$ cat config.mk
export PLATFORM = sky130hd
export DESIGN_NAME = led_blink_dim_controller_unit
export DESIGN_NICKNAME = d
export VERILOG_FILES = /design/src/lbd_pkg.sv /design/src/lbd_cfg.sv /design/src/lbd_core.sv /design/src/led_blink_dim_controller_unit.sv
export VERILOG_INCLUDE_DIRS = /design/src /design/src/src
export SDC_FILE = /design/constraint.sdc
export NUM_CORES = 1
export LEC_CHECK = 0
export BUFFER_PORTS_ARGS = -buffer_cell sky130_fd_sc_hd__buf_4
export CELL_PAD_IN_SITES_DETAIL_PLACEMENT = 1
export CELL_PAD_IN_SITES_GLOBAL_PLACEMENT = 1
export CORE_MARGIN = 4
export CORE_UTILIZATION = 47
export CTS_CLUSTER_DIAMETER = 30
export DETAILED_ROUTE_END_ITERATION = 8
export PLACE_DENSITY_LB_ADDON = 0.1
export SLEW_MARGIN = 20
export SYNTH_ARGS = -nofsm -noshare
export SYNTH_HDL_FRONTEND = slang
export SYNTH_HIERARCHICAL = 1
export SYNTH_SLANG_ARGS = --single-unit
$ cat constraint.sdc
create_clock -name clk -period 4.5 [get_ports clk]
set_input_delay 0.225 -clock clk [delete_from_list [all_inputs] [get_ports clk]]
set_output_delay 0.225 -clock clk [all_outputs]
set_load 0.05 [all_outputs]
$ cat src/led_blink_dim_controller_unit_defines.svh
// ----------------------------------------------------------------------------
// LED blink/dim controller: assertion macros
// Shared concurrent assertion forms, clocked on clk and held off in reset.
// ----------------------------------------------------------------------------
`ifndef LED_BLINK_DIM_CONTROLLER_UNIT_DEFINES_SVH
`define LED_BLINK_DIM_CONTROLLER_UNIT_DEFINES_SVH

// same-cycle implication
`define LBD_ASSERT_NOW(label, ante, cons, msg) \
  label: assert property (@(posedge clk) disable iff (!rst_n) (ante) |-> (cons)) \
    else $error(msg);

// next-cycle implication
`define LBD_ASSERT_NEXT(label, ante, cons, msg) \
  label: assert property (@(posedge clk) disable iff (!rst_n) (ante) |=> (cons)) \
    else $error(msg);

`endif

$ cat src/lbd_pkg.sv
// ----------------------------------------------------------------------------
// lbd_pkg
// Types and constants shared by the LED blink/dim controller modules.
// ----------------------------------------------------------------------------
package lbd_pkg;

  localparam int unsigned PERIOD_W = 16;
  localparam int unsigned STEPS_W  = 8;
  localparam int unsigned CODE_W   = 3;
  localparam int unsigned CFG_IDX_W = 3;

  // event kinds carried on in_tuser
  typedef enum logic [1:0] {
    EV_BUTTON = 2'd0,
    EV_MAIN   = 2'd1,
    EV_AUX    = 2'd2,
    EV_NONE   = 2'd3
  } ev_t;

  // configuration register indexes
  localparam logic [CFG_IDX_W-1:0] REG_BLINK_PERIOD = 3'd0;
  localparam logic [CFG_IDX_W-1:0] REG_HOLD_PERIOD  = 3'd1;
  localparam logic [CFG_IDX_W-1:0] REG_DIM_PERIOD   = 3'd2;
  localparam logic [CFG_IDX_W-1:0] REG_RAMP_PERIOD  = 3'd3;
  localparam logic [CFG_IDX_W-1:0] REG_HOLD_STEPS   = 3'd4;

  // reset values
  localparam logic [PERIOD_W-1:0] RST_BLINK_PERIOD = 16'd31250;
  localparam logic [PERIOD_W-1:0] RST_HOLD_PERIOD  = 16'd62500;
  localparam logic [PERIOD_W-1:0] RST_DIM_PERIOD   = 16'd1;
  localparam logic [PERIOD_W-1:0] RST_RAMP_PERIOD  = 16'd305;
  localparam logic [STEPS_W-1:0]  RST_HOLD_STEPS   = 8'd204;

  // prescaler codes
  localparam logic [CODE_W-1:0] CODE_MAX     = 3'd7;
  localparam logic [CODE_W-1:0] CODE_MIN     = 3'd3;
  localparam logic [CODE_W-1:0] PRESCALE_DIM = 3'd5;
  localparam logic [STEPS_W-1:0] HOLD_MAX    = 8'd255;

  typedef struct packed {
    logic [PERIOD_W-1:0] blink_period;
    logic [PERIOD_W-1:0] hold_period;
    logic [PERIOD_W-1:0] dim_period;
    logic [PERIOD_W-1:0] ramp_period;
    logic [STEPS_W-1:0]  hold_steps;
  } lbd_cfg_t;

  // result beat, last member in the lowest bits
  typedef struct packed {
    logic                aux_restart;
    logic                aux_enable;
    logic [PERIOD_W-1:0] aux_period;
    logic                main_restart;
    logic [PERIOD_W-1:0] main_period;
    logic [CODE_W-1:0]   main_prescale;
    logic                dim_mode;
    logic                led_on;
  } lbd_result_t;

endpackage

$ cat src/lbd_cfg.sv
// ----------------------------------------------------------------------------
// lbd_cfg
// Configuration register file, written through the cfg channel.
// ----------------------------------------------------------------------------
module lbd_cfg (
  input  logic                          clk,
  input  logic                          rst_n,
  input  logic                          cfg_valid,
  output logic                          cfg_ready,
  input  logic [lbd_pkg::CFG_IDX_W-1:0] cfg_index,
  input  logic [lbd_pkg::PERIOD_W-1:0]  cfg_data,
  output lbd_pkg::lbd_cfg_t             cfg
);
  import lbd_pkg::*;

  lbd_cfg_t cfg_r;

  assign cfg_ready = 1'b1;
  assign cfg       = cfg_r;

  // register writes; unknown indexes are dropped
  always_ff @(posedge clk) begin
    if (!rst_n) begin
      cfg_r.blink_period <= RST_BLINK_PERIOD;
      cfg_r.hold_period  <= RST_HOLD_PERIOD;
      cfg_r.dim_period   <= RST_DIM_PERIOD;
      cfg_r.ramp_period  <= RST_RAMP_PERIOD;
      cfg_r.hold_steps   <= RST_HOLD_STEPS;
    end else if (cfg_valid) begin
      case (cfg_index)
        REG_BLINK_PERIOD: cfg_r.blink_period <= cfg_data;
        REG_HOLD_PERIOD:  cfg_r.hold_period  <= cfg_data;
        REG_DIM_PERIOD:   cfg_r.dim_period   <= cfg_data;
        REG_RAMP_PERIOD:  cfg_r.ramp_period  <= cfg_data;
        REG_HOLD_STEPS:   cfg_r.hold_steps   <= cfg_data[STEPS_W-1:0];
        default: ;
      endcase
    end
  end

endmodule

$ cat src/lbd_core.sv
// ----------------------------------------------------------------------------
// lbd_core
// Controller state and the single-pass event update that forms each result.
// ----------------------------------------------------------------------------
module lbd_core #(
  parameter int unsigned PWM_BITS = 8
) (
  input  logic                 clk,
  input  logic                 rst_n,
  input  logic                 step_en,
  input  lbd_pkg::ev_t         func,
  input  logic                 button_low,
  input  lbd_pkg::lbd_cfg_t    cfg,
  output lbd_pkg::lbd_result_t res
);
  import lbd_pkg::*;
  `include "led_blink_dim_controller_unit_defines.svh"

  localparam logic [PWM_BITS-1:0] DUTY_MAX = '1;
  localparam logic [PWM_BITS-1:0] PWM_ONE  = PWM_BITS'(1);

  logic                in_dim_r,       in_dim_nxt;
  logic [CODE_W-1:0]   blink_code_r,   blink_code_nxt;
  logic [CODE_W-1:0]   saved_speed_r,  saved_speed_nxt;
  logic [PWM_BITS-1:0] duty_level_r,   duty_level_nxt;
  logic [PWM_BITS-1:0] pwm_phase_r,    pwm_phase_nxt;
  logic                ramp_up_r,      ramp_up_nxt;
  logic [STEPS_W-1:0]  hold_count_r,   hold_count_nxt;
  logic                expect_press_r, expect_press_nxt;
  logic                led_level_r,    led_level_nxt;
  logic                aux_running_r,  aux_running_nxt;

  logic              main_restart;
  logic              aux_restart;
  logic              hold_incr;
  logic [CODE_W:0]   speed_sum;
  logic [CODE_W-1:0] speed_sat;

  // slower blink speed on return from dim, clamped at the top code
  assign speed_sum = {1'b0, saved_speed_r} + (CODE_W+1)'(2);
  assign speed_sat = (speed_sum > {1'b0, CODE_MAX}) ? CODE_MAX : speed_sum[CODE_W-1:0];

  // event update
  always_comb begin
    in_dim_nxt       = in_dim_r;
    blink_code_nxt   = blink_code_r;
    saved_speed_nxt  = saved_speed_r;
    duty_level_nxt   = duty_level_r;
    pwm_phase_nxt    = pwm_phase_r;
    ramp_up_nxt      = ramp_up_r;
    hold_count_nxt   = hold_count_r;
    expect_press_nxt = expect_press_r;
    led_level_nxt    = led_level_r;
    aux_running_nxt  = aux_running_r;
    main_restart     = 1'b0;
    aux_restart      = 1'b0;
    hold_incr        = 1'b0;
    case (func)
      EV_BUTTON: begin
        if (!in_dim_r) begin
          if (expect_press_r) begin
            blink_code_nxt  = (blink_code_r <= CODE_MIN) ? CODE_MAX
                                                         : blink_code_r - CODE_W'(1);
            aux_restart     = 1'b1;
            aux_running_nxt = 1'b1;
          end else begin
            aux_running_nxt = 1'b0;
          end
        end
        hold_count_nxt   = '0;
        expect_press_nxt = !expect_press_r;
      end
      EV_MAIN: begin
        if (in_dim_r) begin
          led_level_nxt = (pwm_phase_r < duty_level_r);
          pwm_phase_nxt = pwm_phase_r + PWM_ONE;
        end else begin
          led_level_nxt = !led_level_r;
        end
      end
      EV_AUX: begin
        if (!in_dim_r) begin
          // hold timer expired: go dim
          in_dim_nxt      = 1'b1;
          saved_speed_nxt = blink_code_r;
          aux_running_nxt = 1'b1;
          main_restart    = 1'b1;
          aux_restart     = 1'b1;
        end else begin
          if (hold_count_r < HOLD_MAX) begin
            hold_count_nxt = hold_count_r + STEPS_W'(1);
            hold_incr      = 1'b1;
          end
          // triangle ramp turns at both ends
          if (duty_level_r == DUTY_MAX) ramp_up_nxt = 1'b0;
          if (duty_level_r == '0)       ramp_up_nxt = 1'b1;
          duty_level_nxt = ramp_up_nxt ? duty_level_r + PWM_ONE
                                       : duty_level_r - PWM_ONE;
          if (button_low) begin
            if (hold_incr && (hold_count_nxt == cfg.hold_steps)) begin
              saved_speed_nxt = speed_sat;
              blink_code_nxt  = speed_sat;
              in_dim_nxt      = 1'b0;
              aux_running_nxt = 1'b0;
              main_restart    = 1'b1;
              aux_restart     = 1'b1;
            end
          end else begin
            hold_count_nxt = '0;
          end
        end
      end
      default: ;
    endcase
  end

  // result from the state after the event
  always_comb begin
    res.led_on        = led_level_nxt;
    res.dim_mode      = in_dim_nxt;
    res.main_prescale = in_dim_nxt ? PRESCALE_DIM : blink_code_nxt;
    res.main_period   = in_dim_nxt ? cfg.dim_period : cfg.blink_period;
    res.main_restart  = main_restart;
    res.aux_period    = in_dim_nxt ? cfg.ramp_period : cfg.hold_period;
    res.aux_enable    = aux_running_nxt;
    res.aux_restart   = aux_restart;
  end

  // state registers
  always_ff @(posedge clk) begin
    if (!rst_n) begin
      in_dim_r       <= 1'b0;
      blink_code_r   <= CODE_MAX;
      saved_speed_r  <= CODE_MAX;
      duty_level_r   <= '0;
      pwm_phase_r    <= '0;
      ramp_up_r      <= 1'b1;
      hold_count_r   <= '0;
      expect_press_r <= 1'b1;
      led_level_r    <= 1'b0;
      aux_running_r  <= 1'b0;
    end else if (step_en) begin
      in_dim_r       <= in_dim_nxt;
      blink_code_r   <= blink_code_nxt;
      saved_speed_r  <= saved_speed_nxt;
      duty_level_r   <= duty_level_nxt;
      pwm_phase_r    <= pwm_phase_nxt;
      ramp_up_r      <= ramp_up_nxt;
      hold_count_r   <= hold_count_nxt;
      expect_press_r <= expect_press_nxt;
      led_level_r    <= led_level_nxt;
      aux_running_r  <= aux_running_nxt;
    end
  end

  // blink codes never drop below CODE_MIN, the code at which the button wraps
  `LBD_ASSERT_NOW(a_code_range, 1'b1, (blink_code_r >= CODE_MIN) && (saved_speed_r >= CODE_MIN), "blink code out of range")
  // the aux timer always runs while dimming
  `LBD_ASSERT_NOW(a_dim_aux_runs, in_dim_r, aux_running_r, "aux timer stopped in dim mode")
  // a main restart goes with a mode change
  `LBD_ASSERT_NEXT(a_restart_mode, step_en && res.main_restart, in_dim_r != $past(in_dim_r), "main restart without mode change")

endmodule

$ cat src/led_blink_dim_controller_unit.sv
// ----------------------------------------------------------------------------
// led_blink_dim_controller_unit
// Event-driven two-mode LED controller: blink and PWM dim with triangle ramp.
// ----------------------------------------------------------------------------
// Takes one event beat per clock unless the output stalls, and gives one
// result beat per event: the event lands in an input register, the state
// update and result are formed in one pass of logic, and the result waits in
// an output register. While a result is stalled the input register takes one
// more event and then holds in_tready low until the output register is taken,
// so a full throughput of one event per cycle holds whenever the downstream
// side takes beats. Configuration writes are taken every cycle
// (cfg_ready is tied high) and must only be issued while no event is in
// flight. Event kinds on in_tuser: 0 button edge, 1 main tick, 2 aux tick,
// 3 no-op that reports the current settings.
module led_blink_dim_controller_unit #(
  parameter int unsigned PWM_BITS = 8
) (
  input  logic                          clk,
  input  logic                          rst_n,
  // event channel
  input  logic                          in_tvalid,
  output logic                          in_tready,
  input  logic [7:0]                    in_tdata,   // [0] button_low, [7:1] zero
  input  logic [1:0]                    in_tuser,   // [1:0] func
  // result channel
  output logic                          out_tvalid,
  input  logic                          out_tready,
  // [0] led_on, [1] dim_mode, [4:2] main_prescale, [20:5] main_period,
  // [21] main_restart, [37:22] aux_period, [38] aux_enable, [39] aux_restart
  output logic [39:0]                   out_tdata,
  // configuration channel
  input  logic                          cfg_valid,
  output logic                          cfg_ready,
  input  logic [lbd_pkg::CFG_IDX_W-1:0] cfg_index,
  input  logic [lbd_pkg::PERIOD_W-1:0]  cfg_data
);
  import lbd_pkg::*;
  `include "led_blink_dim_controller_unit_defines.svh"

  lbd_cfg_t    cfg;
  lbd_result_t res;

  logic        in_valid_r;
  ev_t         in_func_r;
  logic        in_button_r;
  logic        out_valid_r;
  lbd_result_t out_data_r;
  logic        move;
  logic        step_en;

  // output register frees up when empty or being taken
  assign move      = !out_valid_r || out_tready;
  assign step_en   = in_valid_r && move;
  assign in_tready = !in_valid_r || move;

  lbd_cfg u_cfg (
    .clk       (clk),
    .rst_n     (rst_n),
    .cfg_valid (cfg_valid),
    .cfg_ready (cfg_ready),
    .cfg_index (cfg_index),
    .cfg_data  (cfg_data),
    .cfg       (cfg)
  );

  lbd_core #(
    .PWM_BITS (PWM_BITS)
  ) u_core (
    .clk        (clk),
    .rst_n      (rst_n),
    .step_en    (step_en),
    .func       (in_func_r),
    .button_low (in_button_r),
    .cfg        (cfg),
    .res        (res)
  );

  // input register
  always_ff @(posedge clk) begin
    if (!rst_n) begin
      in_valid_r <= 1'b0;
    end else if (in_tready) begin
      in_valid_r <= in_tvalid;
    end
  end

  always_ff @(posedge clk) begin
    if (in_tvalid && in_tready) begin
      in_func_r   <= ev_t'(in_tuser);
      in_button_r <= in_tdata[0];
    end
  end

  // result register
  always_ff @(posedge clk) begin
    if (!rst_n) begin
      out_valid_r <= 1'b0;
    end else if (move) begin
      out_valid_r <= in_valid_r;
    end
  end

  always_ff @(posedge clk) begin
    if (step_en) begin
      out_data_r <= res;
    end
  end

  assign out_tvalid = out_valid_r;
  assign out_tdata  = out_data_r;

  // a stalled event is never dropped from the input register
  `LBD_ASSERT_NEXT(a_in_hold, in_valid_r && !move, in_valid_r, "stalled event lost")
  // each processed event produces a result beat
  `LBD_ASSERT_NEXT(a_step_out, step_en, out_valid_r, "event stepped without result")

endmodule
==> results.py <==
metrics = {
    "worst_setup_path": {
        "r2r_cells": 9,
        "path_class": "reg -> reg",
        "end_kind": "register",
        "required_ns": 4.67,
        "cp_max_fo": 22,
        "cp.arrival_ns": 3.78,
        "r2r_setup_slack_ns": 0.89,
        "crit-reg2reg-launch": "u_core/hold_count_r[0]",
        "critPathLaunchType": "register",
        "r2r_end": "out_tdata[5]",
    },
    "floorplanning": {
        "initial_core_util_pct": 48.7,
        "die_y_um": 134,
        "core-area_mm2": 0.0154,
        "io_pins": 77,
        "row_count": 45,
        "dieArea_mm2": 0.0181,
        "die_x_um": 134,
    },
    "routing": {
        "drt_wl_total_um": 18200,
        "route.detailed.drc": 0,
        "drt_iter0_markers": 173,
        "ant_nets": 0,
        "routed_via_density": 5.48,
        "dr.pass1.iters": 4,
        "wl_per_cell_um": 18.2,
        "vias": 5483,
    },
    "pwr": {
        "clkPwrFrac_pct": 44.5,
        "powerDensity_mw_per_mm2": 367,
        "p_sw_mw": 0.797,
        "p_sw_share_pct": 24.9,
        "p_int_mw": 2.40,
        "p_comb_share_pct": 9.4,
        "seqPwrFrac_pct": 46.1,
        "max-vdd-ir-drop_uv": 236,
        "p_leak_nw": 3.53,
        "power_mw": 3.20,
    },
    "clock_network": {
        "cts.htree.levels": 4,
        "clock_latency_ns": 0.42,
        "clkTransAtPathRegs_ns": 0.07,
        "cts_tree": "built",
        "clock_sinks": 152,
        "cts_root_buf": "clkbuf_16",
        "numCtsBuffers": 17,
        "cts.path.max_buffers": 2,
        "post_cts_buffers": 0,
    },
    "logic_synthesis": {
        "synth.most_common_cell": "dfxtp_1",
        "syn_area_per_cell_um2": 10.4,
        "yosys_warnings": 6,
        "synthArstFlopShare_pct": 0,
        "synth_edf_count": 43,
        "synth_nets": 777,
        "ys_ff_latch": 152,
        "synth_top_area_cell": "dfxtp_1",
        "netlist_area_mm2": 0.00752,
        "yosysSeqAreaShare_pct": 46.2,
        "synth_area_leaders": "dfxtp_1 (29%), edfxtp_1 (17%), mux2i_1 (10%)",
        "synthFlopType": "dfxtp_1",
        "synth.top_cells.by_count": "dfxtp_1 (109), nand2_1 (91), mux2i_1 (75)",
        "yosysUniqueCellTypes": 78,
        "synth_top_area_share_pct": 29.0,
        "syn_inst": 725,
    },
    "placement": {
        "port_buffers": 68,
        "dp_hpwl_um": 12500,
        "placed_cell_area_mm2": 0.00809,
        "dp_slack_ns": 0.863,
        "place.gp.congestion": 0.886,
        "dp_cells": 966,
    },
    "layout": {
        "post_route_cells_drive_above_1_share_pct": 20.3,
        "fin_area_mm2": 0.00872,
        "fin_nets": 829,
        "nFillCells": 1726,
        "final_cells": 1001,
        "n_antenna_cell": 0,
        "area_delta_synth_final_pct": 15.9,
        "utilization_pct": 56.5,
    },
    "global_routing": {
        "overflow": 0,
        "grt_pass1_wl_um": 30500,
        "grt_start_max_net_pins": 67,
        "antenna_found_initial": 0,
        "grt_util_all_layers_pct": 21.0,
        "grt_pass1_vias": 5997,
    },
    "worst_hold_path": {
        "holdPathStages": 3,
        "min_to": "u_cfg/cfg[16]",
        "hp-start": "cfg_data[8]",
        "hp-class": "in -> reg",
    },
    "timing": {
        "min_period_ns": 3.61,
        "relSlewSlack_pct": 41.3,
        "worst_pin_slew_ns": 0.880,
        "drv_slew": 0,
        "fin_ws_ns": 0.891,
        "setup_viol": 0,
        "setup_tns_ns": 0,
        "fin_crit_sh_pct": 80.2,
        "fin_skew_ns": 0.00935,
        "fmax_mhz": 277,
        "worst_hold_slack_ns": 0.0745,
        "hold_violations": 0,
        "rsz0062_at_grt": "no",
    },
    "outcome": {
        "status": "finished, final reports clean",
    },
    "job": {
        "maxCapViolCount": 0,
    },
}
[cell type report]
class | instances | area [µm²] | share of cell area [%]
tap | 211 | 264 | 3.03
inverter | 23 | 86.3 | 0.990
clock buffer | 22 | 485 | 5.57
multi-input combinational | 505 | 3690 | 42.4
timing repair buffer | 78 | 606 | 6.95
sequential | 152 | 3470 | 39.8
clock inverter | 10 | 109 | 1.25
[power by group through the flow]
stage          sequential (mW)  combinational (mW)  clock (mW)
3_5_place_dp              1.51               0.299           0
6_report                  1.48               0.300        1.42
3_3_place_gp              1.50               0.291           0
5_1_grt                   1.48               0.321        1.52
4_1_cts                   1.48               0.302        1.46
2_1_floorplan             1.56               0.160           0
[routing by layer]
| metal | GRT usage, % | up-vias | share of wire (%) | wire length (µm) |
|---|---|---|---|---|
| met4 | 5.88 | 0 | 0.97 | 177 |
| li1 | - | 2648 | - | - |
| met1 | 24.4 | 2726 | 42 | 7690 |
| met3 | 4.88 | 15 | 4.0 | 728 |
| met2 | 38.7 | 94 | 53 | 9600 |
| met5 | 0 | - | 0 | 0 |
[critical path: stages (launching register included)]
cell and delay (ns):
dfxtp_1 0.47, ha_1 0.39, nand2_1 0.21, o211ai_2 0.29, a2bb2oi_2 0.19, o2111ai_1 0.20, nor4_4 0.46, a21o_2 0.51
buf_12 0.28, mux2_2 0.36
[cell families after synthesis]
group	after synthesis	synth area share, %
other cells	1	0.0499
xor+xnor	16	1.86
compound gates	103	9.27
flops	152	46.2
simple gates	260	18.4
fa+ha+maj	18	3.09
buf+inv	68	4.89
mux	107	16.2
[repair_timing]
item                       CTS  global route
hold buffers                 3             0
hold endpoints to repair     3             0
gates resized for setup      0             0
setup endpoints to repair    0             0
[sequential cells by signal, indices dropped and copies added (netlist names)]
register / cells
u_core/saved_speed_r: 3
u_core/duty_level_r: 8
u_core/in_dim_r: 1
in_valid_r: 1
u_core/blink_code_r: 3
out_tvalid: 1
u_cfg/cfg: 72
u_core/pwm_phase_r: 8
u_core/expect_press_r: 1
u_core/led_level_r: 1
u_core/ramp_up_r: 1
out_tdata: 40
u_core/aux_running_r: 1
u_core/hold_count_r: 8
in_func_r: 2
in_button_r: 1
[how the worst max path moves through the flow]
stage                                start                      to  slack (ns)  cells past startpoint
floorplan                       out_tvalid  u_core/hold_count_r[4]        0.23                      9
global placement    u_core/hold_count_r[0]            out_tdata[5]        0.93                      9
detailed placement  u_core/hold_count_r[0]            out_tdata[5]        0.86                      9
CTS                 u_core/hold_count_r[0]            out_tdata[5]        0.87                      9
global route        u_core/hold_count_r[0]            out_tdata[5]        0.63                      9
finish              u_core/hold_count_r[0]            out_tdata[5]        0.89                      9
[cell usage in the layout, fill, tap and decap left out, types with 3 or more instances in the layout]
master / synthesis / routed
o211ai_1: 6 / 6
buf_4: 8 / 74
xnor2_1: 6 / 6
nand3_1: 17 / 17
a21oi_1: 25 / 25
mux2i_1: 75 / 75
or3_1: 3 / 3
nor2b_1: 48 / 47
nor3_1: 6 / 6
ha_1: 17 / 17
and3_1: 6 / 6
nor2_1: 45 / 45
clkinv_4: 0 / 3
a31oi_1: 7 / 7
dfxtp_1: 109 / 109
a211oi_1: 10 / 10
o21a_1: 3 / 3
dlygate4sd3_1: 0 / 3
edfxtp_1: 43 / 43
inv_1: 22 / 22
and2_1: 4 / 4
nand4_1: 5 / 5
clkbuf_16: 0 / 18
nand2b_1: 9 / 9
nand2_1: 91 / 91
mux2_2: 3 / 3
o21ai_0: 22 / 22
xor2_1: 10 / 10
a21o_1: 4 / 3
mux2_4: 29 / 29
Note: power is estimated with default switching activity, not from simulation.
